--- config.mk ---
export PLATFORM = sky130hd
export DESIGN_NAME = pss_quant
export DESIGN_NICKNAME = d
export VERILOG_FILES = /design/src/rtl/pss_pkg.sv /design/src/rtl/pss_quant.sv
export SDC_FILE = /design/constraint.sdc
export NUM_CORES = 1
export LEC_CHECK = 0
export ABC_CLOCK_PERIOD_IN_PS = 9290
export BUFFER_PORTS_ARGS = -buffer_cell sky130_fd_sc_hd__buf_2
export CAP_MARGIN = 40
export CORE_ASPECT_RATIO = 0.75
export CORE_MARGIN = 8
export CORE_UTILIZATION = 61
export DETAILED_ROUTE_END_ITERATION = 16
export PLACE_DENSITY = 0.84
export SLEW_MARGIN = 30
export SYNTH_ARGS = -nofsm -noshare
export SYNTH_HDL_FRONTEND = slang
export SYNTH_SLANG_ARGS = --single-unit
--- constraint.sdc ---
create_clock -name i_clk -period 9.29 [get_ports i_clk]
set_input_delay 1.858 -clock i_clk [delete_from_list [all_inputs] [get_ports i_clk]]
set_output_delay 1.858 -clock i_clk [all_outputs]
set_load 0.02 [all_outputs]
--- src/rtl/pss_pkg.sv ---
// Shared types, constants and the arctangent table for the polar sector selector.
package pss_pkg;

    localparam int unsigned COORD_BITS     = 12;
    localparam int unsigned MAX_SLOTS      = 16;
    localparam int unsigned ANGLE_BITS_DEF = 16;
    localparam int unsigned ATAN_ENTRIES   = 24;

    localparam int unsigned CFG_IDX_BITS  = 3;
    localparam int unsigned CFG_DATA_BITS = 12;
    localparam int unsigned COUNT_BITS    = 5;
    localparam int unsigned RADIUS_BITS   = 10;
    localparam int unsigned SLOT_BITS     = 4;

    localparam logic [CFG_IDX_BITS-1:0] REG_CENTER_X     = 3'd0;
    localparam logic [CFG_IDX_BITS-1:0] REG_CENTER_Y     = 3'd1;
    localparam logic [CFG_IDX_BITS-1:0] REG_SLOT_COUNT   = 3'd2;
    localparam logic [CFG_IDX_BITS-1:0] REG_DEADZONE_RAD = 3'd3;

    localparam logic [COORD_BITS-1:0]  CENTER_RESET   = '0;
    localparam logic [COUNT_BITS-1:0]  COUNT_RESET    = 5'd16;
    localparam logic [RADIUS_BITS-1:0] DEADZONE_RESET = 10'd38;

    typedef struct packed {
        logic [COORD_BITS-1:0] pointer_x;
        logic [COORD_BITS-1:0] pointer_y;
    } t_in;

    typedef struct packed {
        logic                 slot_valid;
        logic [SLOT_BITS-1:0] slot_index;
    } t_out;

    // Control that travels alongside the vector through the cell chain.
    typedef struct packed {
        logic valid;
        logic skip;
        logic zero;
    } t_side;

    // Arctangent of 2^-i in units of 2^32 per full turn.
    function automatic logic [31:0] atan_turn(input int unsigned i);
        logic [31:0] v;
        case (i)
            0:  v = 32'd536870912;
            1:  v = 32'd316933406;
            2:  v = 32'd167458907;
            3:  v = 32'd85004756;
            4:  v = 32'd42667331;
            5:  v = 32'd21354465;
            6:  v = 32'd10679838;
            7:  v = 32'd5340245;
            8:  v = 32'd2670163;
            9:  v = 32'd1335087;
            10: v = 32'd667544;
            11: v = 32'd333772;
            12: v = 32'd166886;
            13: v = 32'd83443;
            14: v = 32'd41722;
            15: v = 32'd20861;
            16: v = 32'd10430;
            17: v = 32'd5215;
            18: v = 32'd2608;
            19: v = 32'd1304;
            20: v = 32'd652;
            21: v = 32'd326;
            22: v = 32'd163;
            23: v = 32'd81;
            default: v = 32'd0;
        endcase
        return v;
    endfunction

endpackage

--- src/rtl/pss_quant.sv ---
// Back end: rounds the CORDIC angle and maps it to a sector index.
module pss_quant
    import pss_pkg::*;
#(
    parameter int unsigned ANGLE_BITS = ANGLE_BITS_DEF
) (
    input  logic                  i_clk,
    input  logic                  i_rst_n,
    input  logic [31:0]           i_z,
    input  t_side                 i_side,
    input  logic [COUNT_BITS-1:0] i_count,
    output t_out                  o_result,
    output logic                  o_strobe
);

    localparam int unsigned PW = ANGLE_BITS + COUNT_BITS + 1;
    localparam logic [31:0] RoundBit = 32'(1) << (31 - ANGLE_BITS);
    localparam logic [ANGLE_BITS-1:0] QuarterTurn = ANGLE_BITS'(1) << (ANGLE_BITS - 2);
    localparam logic [PW-1:0] HalfUnit = PW'(1) << (ANGLE_BITS - 1);

    logic [ANGLE_BITS-1:0] r_ang;
    logic                  r_skip;
    logic                  r_vld;
    t_out                  r_out;
    logic                  r_strobe;

    logic [31:0]           n_zr;
    logic [PW-1:0]         n_sum;
    logic [COUNT_BITS-1:0] n_q;
    logic [COUNT_BITS-1:0] n_slot;

    assign n_zr = i_z + RoundBit;

    always_ff @(posedge i_clk) begin
        r_ang  <= i_side.zero ? QuarterTurn : n_zr[31 -: ANGLE_BITS];
        r_skip <= i_side.skip;
    end

    // The quotient never exceeds the count, so the wrap is a single compare.
    always_comb begin
        n_sum  = PW'(r_ang) * PW'(i_count) + HalfUnit;
        n_q    = n_sum[ANGLE_BITS +: COUNT_BITS];
        n_slot = (n_q == i_count) ? '0 : n_q;
    end

    always_ff @(posedge i_clk) begin
        r_out.slot_valid <= !r_skip;
        r_out.slot_index <= r_skip ? '0 : n_slot[SLOT_BITS-1:0];
    end

    always_ff @(posedge i_clk) begin
        if (!i_rst_n) begin
            r_vld    <= 1'b0;
            r_strobe <= 1'b0;
        end else begin
            r_vld    <= i_side.valid;
            r_strobe <= r_vld;
        end
    end

    assign o_result = r_out;
    assign o_strobe = r_strobe;

endmodule

* Yosys cells after proc, flatten, opt, wreduce, memory -nomap -nowiden *
Cells that the tools add are included.

storage, ports and cells
  bits in registers = 24
  bits in latches = 0
  memory bits (writable) = 0
  bits in read-only memories = 0
  input port bits = 42
  output and inout port bits = 6
  logic and storage cells = 12
  memories = 0

cells by class
  add/sub/neg operators = 2
  multipliers = 1
  divide/modulo/power cells = 0
  $lt $le $gt $ge = 0
  equal/unequal tests = 1
  shift-type cells = 0
  multiplexer cells = 0
  bitwise operators = 0
  reductions and logical operators = 2

operators with widths
  operator                                                           count
  32-bit by 16-bit adder with 32-bit output (second input constant)  1
  21-bit by 16-bit adder with 21-bit output (second input constant)  1
  16-bit by 5-bit multiplier with 21-bit output                      1
  5-bit equality test                                                1
  2-bit OR reduction                                                 1
  1-bit logical NOT                                                  1

* Depth between registers and ports, before layout *
  depth in word-level cells = 4
  mapped depth = 17
  gate-level depth less buffers = 15

* Least setup slack after synthesis *
OpenSTA, ideal clock, no wires.

  path kind = in2reg
  start point = in i_count[4]
  end point = reg r_out, in the netlist o_result[0]
  setup time = 0.132 ns
  arrival = 5.640 ns
  data required time = 9.158 ns
  slack = 3.517 ns
  cell stages on the path = 15
  path buffers = 1
  cell sequence = clkbuf_1 -> and2_1 -> fa_1 -> fa_1 -> inv_1 -> fa_1 -> inv_1 -> ha_1 -> and3_1 -> and3_2 -> o41ai_1 -> and2_4 -> xnor3_4 -> nor4_2 -> a211oi_1

between the ends
  longest elaborated chain between the ends = 4

RTL lines
  what                                           RTL line         source
  start, declared                                pss_quant.sv:11  input logic [COUNT_BITS-1:0] i_count,
  16-bit by 5-bit multiplier with 21-bit output  pss_quant.sv:41  n_sum = PW'(r_ang) * PW'(i_count) + HalfUnit;
  21-bit by 16-bit adder with 21-bit output      pss_quant.sv:41
  5-bit equality test                            pss_quant.sv:43  n_slot = (n_q == i_count) ? '0 : n_q;
  2-bit OR reduction (no line)                   -
  end, declared                                  pss_quant.sv:24  t_out r_out;

Several ways; a longest one is shown, not always the timed one.
A chain may end at the register's enable or synchronous reset.

* Final worst setup path *
  start point = in i_count[3]
  end point = reg r_out, in the netlist o_result[3]

The elaborated chain is that of the path after synthesis.

==> results.ini <==
[worst_hold_path]
min_path_type = flop to flop
whs_path_depth = 1

[final_layout]
register_area_um2 = 480
fillers = 457
final_area_um2 = 3870
diodes = 0
multi_input_area_um2 = 2770
fin_nets = 561
syn_to_final_growth_pct = 7.54
final_cells = 515
drive_above_1_share_pct = 11.0
final_core_util_pct = 67.2

[floorplan]
fp-row-count = 24
initial_core_util_pct = 62.5
die_h_um = 82.6
core_area_um2 = 5770
ioPinCount = 48
die_w_um = 105
dieArea_um2 = 8650

[synth]
ys_types = 51
synthArstFlopShare_pct = 0
ys_seq_area_share_pct = 13.3
ys.flop_type = dfxtp_1
yosysWarnings = 0
synth_area_um2 = 3600
synth_nets = 534
synthCells = 411
ys_ff_latch = 24
synth_edf_count = 0
syn_area_per_cell_um2 = 8.76

[placed_design]
hpwl_um = 5680
pre_cts_ws_ns = 3.04
placed_area_um2 = 3800
place_inst = 511
place_congestion = 0.816
portBuffers = 32

[timing]
relSlewSlack_pct = 57.8
final_hold_viol_count = 0
fin_setup_tns_ns = 0
hold_ws_ns = 0.443
fin_ws_ns = 3.35
max_slew.worst_pin.slew_ns = 0.634
rsz0062_at_grt = no
slew_viol_final = 0
finalSetupViolCount = 0
fmax_mhz = 168
min_period_ns = 5.94
fin_skew_ns = 0.00429
period_share_pct = 63.9

[power_and_ir_drop]
p_per_area_nw_per_um2 = 118
peakVddDrop_mv = 0.0624
p_leak_nw = 1.98
power_uw = 459

[setup_path]
rr_worst_depth = 14
cp.required_ns = 9.44
crit_type = input pin to flop
end_kind = flop
cp_max_fo = 18
critPathArrivalTime_ns = 6.09
start_kind = input pin

[drt]
wirelength_um = 6750
detail-route-antenna-nets = 0
routed-via-count = 2745
firstDrtPassIters = 4
drt-vias-per-instance = 5.33
wl_per_cell_um = 13.1
drc = 0
drt_iter0_drc = 67

[global_route]
grt_max_degree = 20
grt_pass1_wl_um = 12000
antenna_found_initial = 0
grt_usage_pct = 16.5
grt_pass1_vias = 2789
grt_overflow = 0

[clocking]
cts.clk_slew.worst_paths_ns = 0.09
cts-hold-fix-buffers = 0
cts_max_level = 1
cts_buffer_depth = 2
cts_tree = built
clk_latency_ns = 0.27
cts_root_buffer = clkbuf_8
cts.sinks = 24
cts_setup_buffers = 0
post_cts_resized = 0
numCtsBuffers = 3

[job]
drv_cap = 0

[status]
status = finished clean

## registers in the layout, indices dropped and copies added (netlist names)
| name | flops |
|---|---|
| o_result | 5 |
| o_strobe | 1 |
| r_ang | 16 |
| r_skip | 1 |
| r_vld | 1 |
## critical path, cell delays in order
cell,delay [ns]
buf_2,0.29
and2_1,0.21
fa_1,0.44
fa_1,0.54
inv_1,0.06
fa_1,0.54
inv_1,0.05
ha_1,0.51
nand3_1,0.19
a2111oi_2,0.36
o41ai_1,0.16
and2_4,0.21
xnor3_4,0.31
nor4_2,0.24
a21oi_1,0.12
## cells in the final DEF, fill, tap and decap left out, types with 5 or more instances in the layout
cell type,instances
and4_1,5
buf_2,32
nor3_1,5
and3_1,5
a21oi_1,9
inv_1,78
fa_1,42
dfxtp_1,24
nand4_1,7
nand2_1,19
xnor2_1,5
ha_1,39
nand3_1,10
and2_1,73
nor2_1,18
xor2_1,17
## Yosys cell counts, drive strengths merged (6+ instances only)
library cell  count  area share [%]
a21oi             9             1.3
and2             76              13
and3              6             1.1
and4              6             1.5
clkbuf           10             1.6
dfxtp            24              13
fa               42              23
ha               39              14
inv              78             8.1
nand2            19             2.0
nand3            10             1.4
nand4             7             1.2
nor2             18             1.9
xor2             17             4.1
## layer usage
| metal | up-vias | wire length (µm) | global-route usage [%] |
|---|---|---|---|
| li1 | 1370 | - | - |
| met1 | 1306 | 3330 | 21.5 |
| met2 | 63 | 3010 | 28.6 |
| met3 | 6 | 311 | 2.48 |
| met4 | 0 | 96 | 3.97 |
| met5 | - | 0 | 0 |
## logic make-up (layout without fill, tap and decap cells)
group	after synthesis	in the layout	share of synthesized area, %
AO/OA/AOI/OAI	40	40	9.24
XOR/XNOR	23	23	6.08
adder cells (fa/ha/maj)	81	81	36.9
buffers and inverters	88	114	9.73
flip-flops	24	24	13.3
AND/OR/NAND/NOR	155	155	24.7
## final timing paths
kind	start	endpoint	slack, ns
worst max-delay path	i_count[3]	o_result[3]	3.35
worst min-delay path	r_vld	o_strobe	0.44
worst max register to register	r_ang[12]	o_result[3]	4.86
worst min register to register	r_vld	o_strobe	0.44
## power by group
group / internal [mW] / leakage [nW] / total [mW] / switching (mW)
clock: 0.0576 / 0.0357 / 0.0941 / 0.0365
combinational: 0.103 / 1.74 / 0.244 / 0.141
sequential: 0.113 / 0.200 / 0.120 / 0.00692
total: 0.274 / 1.98 / 0.459 / 0.185
## area by class of cell
cell class              instances  share of cell area [%]
well taps                      78                    2.52
multi-input cells             299                    71.5
clock buffers                   3                    1.07
flip-flops and latches         24                    12.4
clock inverters                 1                   0.775
inverters                      78                    7.56
repair buffers                 32                    4.13
Power figures use the tool's default switching activity.
