**src/rtl/pss_pkg.sv**
```systemverilog
// Shared types, constants and the arctangent table for the polar sector selector.
package pss_pkg;

    localparam int unsigned COORD_BITS     = 12;
    localparam int unsigned MAX_SLOTS      = 16;
    localparam int unsigned ANGLE_BITS_DEF = 16;
    localparam int unsigned ATAN_ENTRIES   = 24;

    localparam int unsigned CFG_IDX_BITS  = 3;
    localparam int unsigned CFG_DATA_BITS = 12;
    localparam int unsigned COUNT_BITS    = 5;
    localparam int unsigned RADIUS_BITS   = 10;
    localparam int unsigned SLOT_BITS     = 4;

    localparam logic [CFG_IDX_BITS-1:0] REG_CENTER_X     = 3'd0;
    localparam logic [CFG_IDX_BITS-1:0] REG_CENTER_Y     = 3'd1;
    localparam logic [CFG_IDX_BITS-1:0] REG_SLOT_COUNT   = 3'd2;
    localparam logic [CFG_IDX_BITS-1:0] REG_DEADZONE_RAD = 3'd3;

    localparam logic [COORD_BITS-1:0]  CENTER_RESET   = '0;
    localparam logic [COUNT_BITS-1:0]  COUNT_RESET    = 5'd16;
    localparam logic [RADIUS_BITS-1:0] DEADZONE_RESET = 10'd38;

    typedef struct packed {
        logic [COORD_BITS-1:0] pointer_x;
        logic [COORD_BITS-1:0] pointer_y;
    } t_in;

    typedef struct packed {
        logic                 slot_valid;
        logic [SLOT_BITS-1:0] slot_index;
    } t_out;

    // Control that travels alongside the vector through the cell chain.
    typedef struct packed {
        logic valid;
        logic skip;
        logic zero;
    } t_side;

    // Arctangent of 2^-i in units of 2^32 per full turn.
    function automatic logic [31:0] atan_turn(input int unsigned i);
        logic [31:0] v;
        case (i)
            0:  v = 32'd536870912;
            1:  v = 32'd316933406;
            2:  v = 32'd167458907;
            3:  v = 32'd85004756;
            4:  v = 32'd42667331;
            5:  v = 32'd21354465;
            6:  v = 32'd10679838;
            7:  v = 32'd5340245;
            8:  v = 32'd2670163;
            9:  v = 32'd1335087;
            10: v = 32'd667544;
            11: v = 32'd333772;
            12: v = 32'd166886;
            13: v = 32'd83443;
            14: v = 32'd41722;
            15: v = 32'd20861;
            16: v = 32'd10430;
            17: v = 32'd5215;
            18: v = 32'd2608;
            19: v = 32'd1304;
            20: v = 32'd652;
            21: v = 32'd326;
            22: v = 32'd163;
            23: v = 32'd81;
            default: v = 32'd0;
        endcase
        return v;
    endfunction

endpackage

```
**src/rtl/pss_cell.sv**
```systemverilog
// One vectoring CORDIC iteration with its pipeline register.
module pss_cell
    import pss_pkg::*;
#(
    parameter int unsigned ANGLE_BITS = ANGLE_BITS_DEF,
    parameter int unsigned STAGE      = 0,
    localparam int unsigned DW = COORD_BITS + ANGLE_BITS + 3
) (
    input  logic                 i_clk,
    input  logic                 i_rst_n,
    input  logic signed [DW-1:0] i_x,
    input  logic signed [DW-1:0] i_y,
    input  logic [31:0]          i_z,
    input  t_side                i_side,
    output logic signed [DW-1:0] o_x,
    output logic signed [DW-1:0] o_y,
    output logic [31:0]          o_z,
    output t_side                o_side
);

    localparam logic [31:0] Atan = atan_turn(STAGE);

    logic signed [DW-1:0] r_x;
    logic signed [DW-1:0] r_y;
    logic [31:0]          r_z;
    logic                 r_vld;
    logic                 r_skip;
    logic                 r_zero;

    logic signed [DW-1:0] n_xs;
    logic signed [DW-1:0] n_ys;

    assign n_xs = i_x >>> STAGE;
    assign n_ys = i_y >>> STAGE;

    always_ff @(posedge i_clk) begin
        if (i_y < 0) begin
            r_x <= i_x - n_ys;
            r_y <= i_y + n_xs;
            r_z <= i_z - Atan;
        end else begin
            r_x <= i_x + n_ys;
            r_y <= i_y - n_xs;
            r_z <= i_z + Atan;
        end
        r_skip <= i_side.skip;
        r_zero <= i_side.zero;
    end

    always_ff @(posedge i_clk) begin
        if (!i_rst_n) begin
            r_vld <= 1'b0;
        end else begin
            r_vld <= i_side.valid;
        end
    end

    assign o_x    = r_x;
    assign o_y    = r_y;
    assign o_z    = r_z;

    always_comb begin
        o_side.valid = r_vld;
        o_side.skip  = r_skip;
        o_side.zero  = r_zero;
    end

endmodule

```
**config.mk**
```make
export PLATFORM = sky130hd
export DESIGN_NAME = pss_cell
export DESIGN_NICKNAME = d
export VERILOG_FILES = /design/src/rtl/pss_pkg.sv /design/src/rtl/pss_cell.sv
export SDC_FILE = /design/constraint.sdc
export NUM_CORES = 1
export LEC_CHECK = 0
export CORE_MARGIN = 5
export CORE_UTILIZATION = 39
export DETAILED_ROUTE_END_ITERATION = 16
export DONT_BUFFER_PORTS = 1
export PLACE_DENSITY = 0.57
export SETUP_SLACK_MARGIN = 0.4
export SYNTH_ARGS = -nofsm -noshare
export SYNTH_HDL_FRONTEND = slang
export SYNTH_SLANG_ARGS = --single-unit
export TNS_END_PERCENT = 100
```
**constraint.sdc**
```tcl
create_clock -name i_clk -period 2.4 [get_ports i_clk]
set_input_delay 0.12 -clock i_clk [delete_from_list [all_inputs] [get_ports i_clk]]
set_output_delay 0.12 -clock i_clk [all_outputs]
set_load 0.02 [all_outputs]
```
# [After elaboration in Yosys (flattened, before gate mapping)]
# Index checks and enable logic that the tools add are counted.
[word_totals] regBits=97 output_inout_bits=97 elab_cells=15
[op_classes] addsub=5 magnitude_cmp=1 muxes=3
[ops] operator="2-to-1 mux 31 bit" n=2
[ops] operator="subtractor 31 bit" n=2
[ops] operator="adder 32 x 30 -> 32 bit (second input constant)" n=1
[ops] operator="2-to-1 mux 32 bit" n=1
[ops] operator="subtractor 32 x 30 -> 32 bit (second input constant)" n=1
[ops] operator="adder 31 bit" n=1
[ops] operator="less-than comparator 31 x 1 -> 1 bit (second input constant)" n=1

# [Logic depth before layout (Yosys ltp)]
[logic_depth] ltp_word=2 mapped_depth=13 mapped_depth_nobuf=13

# [Worst setup path before layout]
# Ideal clock, no wire load.
[synth_path] kind="input port to flip-flop" start="input i_y[0]" end="register r_y[18] (netlist: o_y[18])" t_arrival_ps=2309 setup_slack_ps=-30 cell_stages=13 path_buffers=0 path_cell_list="inv_1 ha_1 inv_1 fa_1 a21oi_2 o22ai_1 or3_1 a31o_1 a21o_1 a21o_1 a211oi_1 a21oi_1 xnor2_1"
[synth_via] elab_chain_len=2
[synth_lines] element="start, declared" line_no="pss_cell.sv:12" text="input logic signed [DW-1:0] i_y,"
[synth_lines] element="subtractor 31 bit, or another cell as far along" line_no="pss_cell.sv:43" text="r_y <= i_y - n_xs;"
[synth_lines] element="2-to-1 mux 31 bit *" line_no="pss_cell.sv:37" text="if (i_y < 0) begin"
[synth_lines] element="end signal, assigned" line_no="pss_cell.sv:39" text="r_y <= i_y + n_xs;"
[synth_lines] element="end signal, assigned" line_no="pss_cell.sv:43"
[synth_lines] element="end, declared" line_no="pss_cell.sv:24" text="logic signed [DW-1:0] r_y;"
# Mark *: on every way between the ends. The rest lies on a longest branch, timed or not.
# A chain may end at the register's enable or synchronous reset.

# [Final worst setup path]
[layout_path] start="input i_x[0]" end="register r_x[30] (netlist: o_x[30])"
[layout_via] elab_chain_len=2
[layout_lines] element="start, declared" line_no="pss_cell.sv:11" text="input logic signed [DW-1:0] i_x,"
[layout_lines] element="adder 31 bit / subtractor 31 bit (equally long branches)" line_no="pss_cell.sv:42, pss_cell.sv:38"
[layout_lines] element="2-to-1 mux 31 bit *" line_no="pss_cell.sv:37"
[layout_lines] element="end signal, assigned" line_no="pss_cell.sv:38" text="r_x <= i_x - n_ys;"
[layout_lines] element="end signal, assigned" line_no="pss_cell.sv:42" text="r_x <= i_x + n_ys;"
[layout_lines] element="end, declared" line_no="pss_cell.sv:23" text="logic signed [DW-1:0] r_x;"
# Marks and branches as above.

==> flow_summary_export.csv <==
group,metric,value,unit
finish,drive_above_1_share,24.5,%
detailed_routing,drc,0,
synth,synthArstFlopShare,0,%
sta,min_period,2.19,ns
detailed_routing,avgViaCountPerCell,5.48,
die,die_x,147,um
power_and_ir_drop,p_leak,4.31,nW
sta,slew_headroom,37.7,%
synth,avgSynthCellArea,8.02,um2
die,core_area,0.0185,mm2
setup_path,cp_slowest_cell,"a2111oi_4",
cts,htree_levels,3,
sta,finalMaxSlewViolations,0,
sta,timing_hold_violations_final,0,
sta,rsz0062_at_grt,"true",
detailed_routing,ant_nets,0,
setup_path,crit_buf_inv,1,
placed_design,gp_congestion,0.911,
sta,setup_ws,0.213,ns
setup_path,endpoint_kind,"flop",
setup_path,start_kind,"primary input",
grt,grt_max_degree,79,
setup_path,critPathTopFamily,"compound AO/OA/AOI/OAI gates",
detailed_routing,vias,7061,
synth,seq_area_frac_synth,26.4,%
sta,setup_violations,0,
cts,clk_pin_slew,0.08,ns
die,die_area,0.0215,mm2
synth,netlist_area,0.00728,mm2
detailed_routing,routedWlPerCell,19.5,um
placed_design,portBuffers,0,
setup_path,critical_path_class,"in -> reg",
setup_path,worst_ep_required_time,2.66,ns
placed_design,dpl.hpwl,19.6,mm
synth,ys_ff_latch,96,
sta,tightest_slew,0.931,ns
hold_path,worstHoldPathType,"in -> reg",
grt,grt_pass1_wl,39.2,mm
cts,cts_root_buf,"clkbuf_16",
die,initial_core_util,39.3,%
synth,synth_edf_count,0,
finish,diodes,0,
synth,postSynthCellCount,907,
grt,grt_pass1_vias,6836,
die,std_cell_rows,50,
job,maxCapViolations,0,
power_and_ir_drop,pwr_density_cell,603,mW/mm2
grt,grt_overflow,0,
synth,ys.flop_type,"dfxtp_1",
detailed_routing,wirelength,25.2,mm
synth,syn-num-nets,1100,
die,die_height,147,um
synth,ys_warn_count,0,
run_status,status,"finished clean",
placed_design,post-place-ws,-0.228,ns
synth,synth_cell_types,76,
setup_path,crit_chain,"inv_8 > ha_4 > fa_2 > and2b_2 > o21bai_4 > a31oi_4 > nand2_2 > a211oi_4 > o2111ai_4 > a2111oi_4 > o41ai_2 > xnor2_1",
die,ios,196,
sta,setup_tns,0,ns
detailed_routing,first_pass_iters,5,
cts,tritoncts,"done",
grt,antenna_found_initial,0,
sta,timing.fmax,457,MHz
setup_path,path_max_fanout,3,
sta,fin_crit_sh,91.1,%
cts,numCtsBuffers,9,
setup_path,critPathMaxStageDelay,0.41,ns
detailed_routing,drt-initial-drc-count,624,
cts,clkSinkCount,96,
power_and_ir_drop,peakVddDrop,0.324,mV
setup_path,arrival,2.44,ns
grt,grtUsageTotal,22.9,%
finish,syn_to_final_growth,32.8,%
finish,nNetsFinal,1243,
cts,cts_buffer_depth,2,
metrics by stage:
step	hold WS [ns]	cell area, um2	util [%]	power, W	cells
2_1_floorplan	0.148	7530	-	0.00352	907
3_3_place_gp	0.148	8540	46.1	0.00420	1222
3_5_place_dp	0.148	8540	46.1	0.00418	1222
4_1_cts	0.000419	9430	50.9	0.00579	1279
5_1_grt	0.00501	9660	52.2	0.00615	1289
6_report	0.0192	9660	52.2	0.00583	1289
kinds of logic (layout without fill, tap and decap cells):
family	Yosys count	count (layout)	share of synthesized area, %
AOI/OAI and AO/OA	301	301	26.9
and+or+nand+nor	205	205	13.8
buffers and inverters	143	291	7.94
DFF	96	96	26.4
adders and majority gates	94	94	16.6
xor gates and xnor gates	60	60	7.22
muxes	8	8	1.12
power breakdown:
group,switching [W],internal [W],total (W)
clock,0.000732,0.000729,0.00146
combinational,0.00105,0.000944,0.00200
sequential,0.000491,0.00188,0.00237
total,0.00228,0.00355,0.00583
state kept, by name, summed over array words and instances, names as in the netlist:
signal,flops
o_x,30
r_vld,1
r_zero,1
r_skip,1
o_z,32
o_y,31
per-layer routing:
metal	global-route usage, %	up-vias	routed length (um)	share of wire (%)
met4	5.88	0	469	1.9
li1	-	3417	-	-
met2	36.8	324	11400	45
met3	6.15	29	2040	8.1
met1	30.5	3291	11200	45
met5	0	-	0	0
path summary, 6_finish.rpt:
| path | slack, ns | from | cells past startpoint | to |
|---|---|---|---|---|
| min | 0.02 | i_y[30] | 2 | o_x[22] |
| max | 0.21 | i_x[0] | 12 | o_x[30] |
final cells by class:
type / instances / area, um2
clock inverters: 7 / 62.6
multi-input cells: 668 / 5320
inverters: 99 / 397
clock buffers: 9 / 225
fillers: 1741 / 8850
flip-flops and latches: 96 / 1920
repair buffers: 176 / 1440
well taps: 234 / 293
synthesized netlist by cell type, types with 4 or more instances:
cell type	count	area share (%)
a211oi_1	11	1.1
a21o_1	23	2.4
a21oi_1	116	8.0
a21oi_2	5	0.60
a221oi_1	4	0.48
a31oi_1	5	0.43
buf_1	5	0.26
buf_2	12	0.83
buf_4	7	0.72
clkbuf_1	20	1.0
dfxtp_1	96	26
fa_1	4	1.1
ha_1	90	15
inv_1	95	4.9
inv_2	4	0.21
mux2i_1	7	0.96
nand2_1	42	2.2
nand2b_1	12	1.0
nand3_1	13	0.89
nand3b_1	4	0.41
nand4_1	6	0.52
nor2_1	74	3.8
nor2b_1	8	0.69
nor3_1	17	1.2
nor3b_1	4	0.41
nor4_1	4	0.34
o211ai_1	9	0.93
o21a_1	7	0.72
o21ai_0	50	3.4
o21ai_1	5	0.34
o21bai_1	19	2.0
o31ai_1	5	0.52
or3_1	4	0.34
xnor2_1	54	6.5
xor2_1	6	0.72
layout by cell type (no fill, tap or decap), types with 13 or more instances in the layout:
cell type      instances
inv_1                 89
dlygate4sd3_1         38
o21bai_1              18
a21oi_1              108
a21o_1                23
ha_4                  13
dfxtp_1               96
buf_4                134
nor2_1                72
nor3_1                16
xnor2_1               53
nand2_1               41
o21ai_0               38
ha_1                  74
nand3_1               13
what timing repair did:
item	4_1_cts	5_1_grt
gates resized for setup	39	30
hold endpoints to repair	47	0
setup buffers	3	10
endpoints found under the setup margin	25	34
pin swaps	15	18
hold buffers	38	0
(Power assumes the default switching activity.)
