`config.mk`:
```
export PLATFORM = sky130hd
export DESIGN_NAME = pss_prep
export DESIGN_NICKNAME = d
export VERILOG_FILES = /design/src/rtl/pss_pkg.sv /design/src/rtl/pss_prep.sv
export SDC_FILE = /design/constraint.sdc
export NUM_CORES = 1
export LEC_CHECK = 0
export BUFFER_PORTS_ARGS = -buffer_cell sky130_fd_sc_hd__buf_2
export CAP_MARGIN = 10
export CORE_ASPECT_RATIO = 0.6
export CORE_MARGIN = 5
export CORE_UTILIZATION = 60
export CTS_CLUSTER_DIAMETER = 200
export CTS_CLUSTER_SIZE = 14
export DETAILED_ROUTE_END_ITERATION = 8
export PLACE_DENSITY = 0.8
export SYNTH_ARGS = -nofsm -noshare
export SYNTH_HDL_FRONTEND = slang
export SYNTH_SLANG_ARGS = --single-unit
```
`constraint.sdc`:
```
create_clock -name i_clk -period 6.8 [get_ports i_clk]
set_input_delay 0.34 -clock i_clk [delete_from_list [all_inputs] [get_ports i_clk]]
set_output_delay 0.34 -clock i_clk [all_outputs]
set_load 0.01 [all_outputs]
```
`src/rtl/pss_pkg.sv`:
```
// Shared types, constants and the arctangent table for the polar sector selector.
package pss_pkg;

    localparam int unsigned COORD_BITS     = 12;
    localparam int unsigned MAX_SLOTS      = 16;
    localparam int unsigned ANGLE_BITS_DEF = 16;
    localparam int unsigned ATAN_ENTRIES   = 24;

    localparam int unsigned CFG_IDX_BITS  = 3;
    localparam int unsigned CFG_DATA_BITS = 12;
    localparam int unsigned COUNT_BITS    = 5;
    localparam int unsigned RADIUS_BITS   = 10;
    localparam int unsigned SLOT_BITS     = 4;

    localparam logic [CFG_IDX_BITS-1:0] REG_CENTER_X     = 3'd0;
    localparam logic [CFG_IDX_BITS-1:0] REG_CENTER_Y     = 3'd1;
    localparam logic [CFG_IDX_BITS-1:0] REG_SLOT_COUNT   = 3'd2;
    localparam logic [CFG_IDX_BITS-1:0] REG_DEADZONE_RAD = 3'd3;

    localparam logic [COORD_BITS-1:0]  CENTER_RESET   = '0;
    localparam logic [COUNT_BITS-1:0]  COUNT_RESET    = 5'd16;
    localparam logic [RADIUS_BITS-1:0] DEADZONE_RESET = 10'd38;

    typedef struct packed {
        logic [COORD_BITS-1:0] pointer_x;
        logic [COORD_BITS-1:0] pointer_y;
    } t_in;

    typedef struct packed {
        logic                 slot_valid;
        logic [SLOT_BITS-1:0] slot_index;
    } t_out;

    // Control that travels alongside the vector through the cell chain.
    typedef struct packed {
        logic valid;
        logic skip;
        logic zero;
    } t_side;

    // Arctangent of 2^-i in units of 2^32 per full turn.
    function automatic logic [31:0] atan_turn(input int unsigned i);
        logic [31:0] v;
        case (i)
            0:  v = 32'd536870912;
            1:  v = 32'd316933406;
            2:  v = 32'd167458907;
            3:  v = 32'd85004756;
            4:  v = 32'd42667331;
            5:  v = 32'd21354465;
            6:  v = 32'd10679838;
            7:  v = 32'd5340245;
            8:  v = 32'd2670163;
            9:  v = 32'd1335087;
            10: v = 32'd667544;
            11: v = 32'd333772;
            12: v = 32'd166886;
            13: v = 32'd83443;
            14: v = 32'd41722;
            15: v = 32'd20861;
            16: v = 32'd10430;
            17: v = 32'd5215;
            18: v = 32'd2608;
            19: v = 32'd1304;
            20: v = 32'd652;
            21: v = 32'd326;
            22: v = 32'd163;
            23: v = 32'd81;
            default: v = 32'd0;
        endcase
        return v;
    endfunction

endpackage

```
`src/rtl/pss_prep.sv`:
```
// Front end: offsets from the center, squared distance test and CORDIC pre-rotation.
module pss_prep
    import pss_pkg::*;
#(
    parameter int unsigned ANGLE_BITS = ANGLE_BITS_DEF,
    localparam int unsigned DW = COORD_BITS + ANGLE_BITS + 3
) (
    input  logic                   i_clk,
    input  logic                   i_rst_n,
    input  logic                   i_accept,
    input  t_in                    i_point,
    input  logic [COORD_BITS-1:0]  i_center_x,
    input  logic [COORD_BITS-1:0]  i_center_y,
    input  logic [RADIUS_BITS-1:0] i_radius,
    input  logic                   i_count_zero,
    output logic signed [DW-1:0]   o_x,
    output logic signed [DW-1:0]   o_y,
    output logic [31:0]            o_z,
    output t_side                  o_side
);

    localparam int unsigned DxW = COORD_BITS + 1;
    localparam int unsigned SqW = 2 * COORD_BITS;
    localparam int unsigned R2W = 2 * RADIUS_BITS;

    logic                  r_vld_a;
    logic signed [DxW-1:0] r_dx;
    logic signed [DxW-1:0] r_dy;
    logic [R2W-1:0]        r_r2;

    logic                  r_vld_b;
    logic                  r_zero;
    logic [SqW-1:0]        r_dx2;
    logic [SqW-1:0]        r_dy2;
    logic signed [DW-1:0]  r_x;
    logic signed [DW-1:0]  r_y;
    logic [31:0]           r_z;

    logic signed [2*DxW-1:0] n_dx2;
    logic signed [2*DxW-1:0] n_dy2;
    logic signed [DW-1:0]    n_dxs;
    logic signed [DW-1:0]    n_dys;
    logic [SqW:0]            n_d2;

    always_ff @(posedge i_clk) begin
        if (!i_rst_n) begin
            r_vld_a <= 1'b0;
            r_vld_b <= 1'b0;
        end else begin
            r_vld_a <= i_accept;
            r_vld_b <= r_vld_a;
        end
    end

    always_ff @(posedge i_clk) begin
        if (i_accept) begin
            r_dx <= $signed({1'b0, i_point.pointer_x}) - $signed({1'b0, i_center_x});
            r_dy <= $signed({1'b0, i_point.pointer_y}) - $signed({1'b0, i_center_y});
        end
        r_r2 <= i_radius * i_radius;
    end

    always_comb begin
        n_dx2 = r_dx * r_dx;
        n_dy2 = r_dy * r_dy;
        n_dxs = DW'(r_dx) <<< ANGLE_BITS;
        n_dys = DW'(r_dy) <<< ANGLE_BITS;
    end

    // The CORDIC works on (-dy, dx); a negative first operand is turned by a half turn.
    always_ff @(posedge i_clk) begin
        r_dx2  <= n_dx2[SqW-1:0];
        r_dy2  <= n_dy2[SqW-1:0];
        r_zero <= (r_dx == '0) && (r_dy == '0);
        if (r_dy > 0) begin
            r_x <= n_dys;
            r_y <= -n_dxs;
            r_z <= 32'h8000_0000;
        end else begin
            r_x <= -n_dys;
            r_y <= n_dxs;
            r_z <= 32'h0000_0000;
        end
    end

    assign n_d2 = {1'b0, r_dx2} + {1'b0, r_dy2};

    assign o_x = r_x;
    assign o_y = r_y;
    assign o_z = r_z;

    always_comb begin
        o_side.valid = r_vld_b;
        o_side.skip  = i_count_zero || (n_d2 < (SqW+1)'(r_r2));
        o_side.zero  = r_zero;
    end

endmodule

```
* Yosys cells after proc, flatten, opt, wreduce, memory -nomap -nowiden
Cells that the tools add are included.
Word-level totals: register bits 191, input port bits 62, output and inout port bits 97, word-level logic and storage cells 30
Operators by class: add/sub/neg operators 5, multiply operators 3, $lt $le $gt $ge 2, mux-type cells 3, reduce and logical (&&, ||, !) cells 4
Operator list (count):
- $mux W31 | 2
- $neg A29 Y31 | 2
- $mul A13 B13 Y24 | 2
- $mux W32 | 1
- $logic_not A13 Y1 | 2
- $sub A12 B12 Y13 | 2
- $add A24 B24 Y25 | 1
- $lt A25 B20 Y1 | 1
- $mul A10 B10 Y20 | 1
- $gt A13 B1 Y1 const B | 1
- $logic_and A1 B1 Y1 | 1
- $logic_or A1 B1 Y1 | 1

* Longest topological paths before layout
depth in word-level cells 3, depth in mapped cells 24, depth with buffers taken out 22

* Worst setup path after synthesis
OpenSTA, ideal clock, no wires.
kind register to register, from register r_dy[12], to register r_dy2[22], setup time 72 ps, data arrival time 5989 ps, required time 6728 ps, path slack 739 ps, stages on the path, launching flop included 23, buffers on the path 2, clock period less this slack 6061 ps, cell sequence edfxtp_1 -> clkbuf_1 -> inv_1 -> clkbuf_1 -> nor2_1 -> fa_1 -> inv_1 -> fa_1 -> inv_1 -> fa_1 -> fa_1 -> inv_1 -> fa_1 -> inv_1 -> ha_1 -> ha_1 -> o21a_1 -> o21ai_0 -> a31oi_1 -> or4_1 -> a31o_1 -> a21oi_1 -> xnor2_1
On the way: longest elaborated chain between the ends 1
Ends and longest elaborated chain:
- start: declaration | RTL line pss_prep.sv:28 | logic signed [DxW-1:0] r_dy;
- start signal: assignment | RTL line pss_prep.sv:58 | r_dy <= $signed({1'b0, i_point.pointer_y}) - $signed({1'b0, i_center_y});
- $mul A13 B13 Y24 | RTL line pss_prep.sv:65 | n_dy2 = r_dy * r_dy;
- named net n_dy2[22] | RTL line pss_prep.sv:40 | logic signed [2*DxW-1:0] n_dy2;
- end signal: assignment | RTL line pss_prep.sv:73 | r_dy2 <= n_dy2[SqW-1:0];
- end: declaration | RTL line pss_prep.sv:34 | logic [SqW-1:0] r_dy2;
The timed path passes the listed nets, and every way through them passes these cells. A chain may end at the register's enable or synchronous reset.

* Worst setup path after layout
from register r_dx[3], to register r_dx2[23]
On the way: longest elaborated chain between the ends 1
Ends and longest elaborated chain:
- start: declaration | RTL line pss_prep.sv:27 | logic signed [DxW-1:0] r_dx;
- start signal: assignment | RTL line pss_prep.sv:57 | r_dx <= $signed({1'b0, i_point.pointer_x}) - $signed({1'b0, i_center_x});
- $mul A13 B13 Y24 | RTL line pss_prep.sv:64 | n_dx2 = r_dx * r_dx;
- named net n_dx2[23] | RTL line pss_prep.sv:39 | logic signed [2*DxW-1:0] n_dx2;
- end signal: assignment | RTL line pss_prep.sv:72 | r_dx2 <= n_dx2[SqW-1:0];
- end: declaration | RTL line pss_prep.sv:33 | logic [SqW-1:0] r_dx2;
The timed path passes the listed nets, and every way through them passes these cells.

==> summary.md <==
| Metric | Value |
|---|---|
| Pre-CTS WS | 458.2 ps |
| Vias in the first global route | 14,707 |
| CTS tree | done |
| Cell count after synthesis | 2,098 |
| Maximum fanout count along the critical path | 18 |
| Number of levels in the clock H-tree | 4 |
| Post-route ant nets | 0 |
| Synthesized area per cell | 9.308 um2 |
| Slew HR | 37.42% |
| Cell at the slowest stage of the critical path | edfxtp_1 |
| Floorplan die height | 149.7 um |
| Maximum number of pins on one net before global-route repair | 28 |
| Post-layout min period | 6382 ps |
| Mux share of post-synthesis cell area | 0.3973% |
| Clock slew at the register clock pins of the worst setup and hold paths | 60 ps |
| Main combinational cell family by area after synthesis | adder cells |
| Buffers from clock root to sink, at most | 2 |
| CORE AREA | 32,290 um2 |
| Most frequent standard cell in the layout excluding fill and tap cells | inv_1 |
| Tightest Pin Transition | 936.5 ps |
| Warnings, synthesis | 0 |
| Post-detailed-placement half-perimeter wirelength | 36,740 um |
| Ys flop type | dfxtp_1 |
| Type of the worst min-delay path | in2reg |
| Cell type with the highest aggregate area in the netlist | fa_1 |
| Ratio of routed vias to standard cells | 5.312 |
| Number of CTS-inserted buffers | 17 |
| Total routing usage reported by global routing | 24.76% |
| Synthesized-area fraction occupied by and/or/nand/nor cells | 11.10% |
| Clock Latency Late Sink | 450 ps |
| Clock sink count | 123 |
| Die span in x | 242.9 um |
| Kind of start point of the critical path | flip-flop |
| Fin Setup TNS | 0 ps |
| Count of flip-flops with a built-in enable after synthesis | 26 |
| Placement Rows | 51 |
| Die area | 36,370 um2 |
| Final Cycle Share | 93.85% |
| Number of unique standard cell types used by synthesis | 64 |
| Diodes inserted | 0 |
| Initial antenna violation count | 1 |
| Final Max Tran Viols | 0 |
| Launch point of the worst path | r_dx[3] |
| Detailed-route wire length | 43,070 um |
| Post-CTS Hold Fix Bufs | 0 |
| Sequential share of the synthesized area | 13.94% |
| First-pass GRT wire length | 72,310 um |
| Starting density of the core | 60.48% |
| Number of I/O port buffers | 95 |
| Area fraction in compound gates after synthesis | 7.714% |
| Startpoint of the most critical hold path | i_rst_n |
| Setup Fix Bufs, Post-CTS | 0 |
| Top cell family by delay on the critical path | adder cells |
| Layout Skew | 8.626 ps |
| Dominant cell type by count on the critical path | fa_1 |
| Fin area | 20,870 um2 |
| Post-synthesis instance area | 19,530 um2 |
| Startpoint of the worst register-to-register path | r_dx[3] |
| WP buf/inv | 1 |
| Placer Congestion | 0.9428 |
| Setup repair after global routing missed its margin | false |
| Fmax achieved | 156.7 MHz |
| Ranking of synthesized cells by area | fa_1, ha_1, dfxtp_1 |
| Adder-cell share of the synthesized area | 48.56% |
| Root Buffer Master | clkbuf_16 |
| Flip-flop and latch count after synthesis | 123 |
| Critical path endpoint category | flip-flop |
| Count of max-cap constraint violations | 0 |
| Synth async-reset ratio | 0% |
| Drt pass-1 iters | 5 |
| Top-area cell type share of the netlist area | 32.09% |
| Worst path cell trace | nand2_1, fa_1, fa_1, inv_1, fa_1, fa_1, fa_1, ha_1, ha_1, or2_2, a21oi_1, a211oi_1, or3_1, o31a_1, a211oi_1, a21oi_1, xnor2_1 |
| Max stage delay on crit path | 810 ps |
| Outcome | completed |
| Gr ovfl total | 0 |
| Number of instances resized during post-cts repair | 0 |
| Worst path arrival time | 6690 ps |
| Worst path required time | 7110 ps |
| Fin. Hold Viols | 0 |
| DR DRC count | 0 |
| Most used cells in the layout excluding fill and tap cells | inv_1, fa_1, ha_1 |
| Area after DPL | 20,280 um2 |
| Share of layout cells above drive strength 1 | 7.822% |
| Internal reg-to-reg setup slack | 420 ps |
| Synthesis-to-layout area growth | 6.882% |
| Final setup violation count | 0 |
| Critical Setup Path Class | reg2reg |
| Average wire per standard cell | 16.42 um |
| PnR worst setup slack | 418.3 ps |
| I/O Pins | 159 |
| Initial DRC Count | 934 |
| DR vias | 13,934 |
| NumNets Final | 2,819 |
| Xor and xnor fraction of the mapped netlist area | 5.741% |
## per-layer routing
metal	global-route usage (%)	wire length (um)
met5	0	0
met3	6.034	3543
met4	5.357	652
met2	39.82	20050
met1	34.59	18830
## synthesized netlist by cell type, types with 4 or more instances
cell / instances
clkbuf_1: 44
inv_1: 467
nor2_1: 112
dfxtp_1: 97
buf_4: 67
a41o_1: 5
and3_1: 8
ha_1: 257
mux2i_1: 4
xnor2_1: 102
o21a_1: 14
a21o_1: 24
nor4_1: 4
a211oi_1: 7
o31ai_1: 6
o21bai_1: 4
o41ai_1: 7
nand2b_1: 14
xor2_1: 26
nand2_1: 159
o211ai_1: 5
and2_1: 75
nor3_1: 22
fa_1: 313
nor2b_1: 21
nand3_1: 12
or2_2: 8
clkinv_1: 5
o21ai_0: 31
a21boi_1: 9
a21oi_1: 61
a31oi_1: 10
a211o_1: 4
edfxtp_1: 26
o21ai_1: 20
## cell families (layout without fill, tap and decap cells)
kind of cell,after synthesis,after routing
flops,123,123
fa+ha+maj,570,570
mux,7,7
buf+inv,585,623
simple gates,454,454
compound gates,230,230
other cells,1,64
xor+xnor,128,128
## flip-flops by register name, indices dropped and copies added, names as in the netlist
name / flops
o_y: 14
o_z: 1
r_dy: 13
r_zero: 1
r_dx2: 23
r_vld_a: 1
r_dx: 13
r_dy2: 23
o_x: 14
r_vld_b: 1
r_r2: 19
## through the flow
step	hold WS, ps	cells	utilization (%)
finish	102.9	2623	64.64
global route	113.0	2623	64.64
detailed placement	423.9	2592	62.80
global placement	414.9	2592	62.80
CTS	80.35	2623	64.64
floorplan	367.7	2161	-
## worst paths after layout
check,endpoint,depth (start not counted)
setup / recovery,r_dx2[23],17
hold / removal,r_vld_b,2
setup reg to reg,r_dx2[23],17
hold reg to reg,r_vld_b,1
## final cells by class
cell class                 instances  area (um2)
sequential                       123        2723
clock inverter                    10       101.3
fill                            2559       11420
clock buffer                      21       491.7
inverter                         473        1775
multi-input combinational       1453       14590
timing repair buffer             119       655.6
tap                              424       530.5
Power is not shown: default switching activity piles up to over one toggle a cycle in this logic, so the estimate is an artifact.
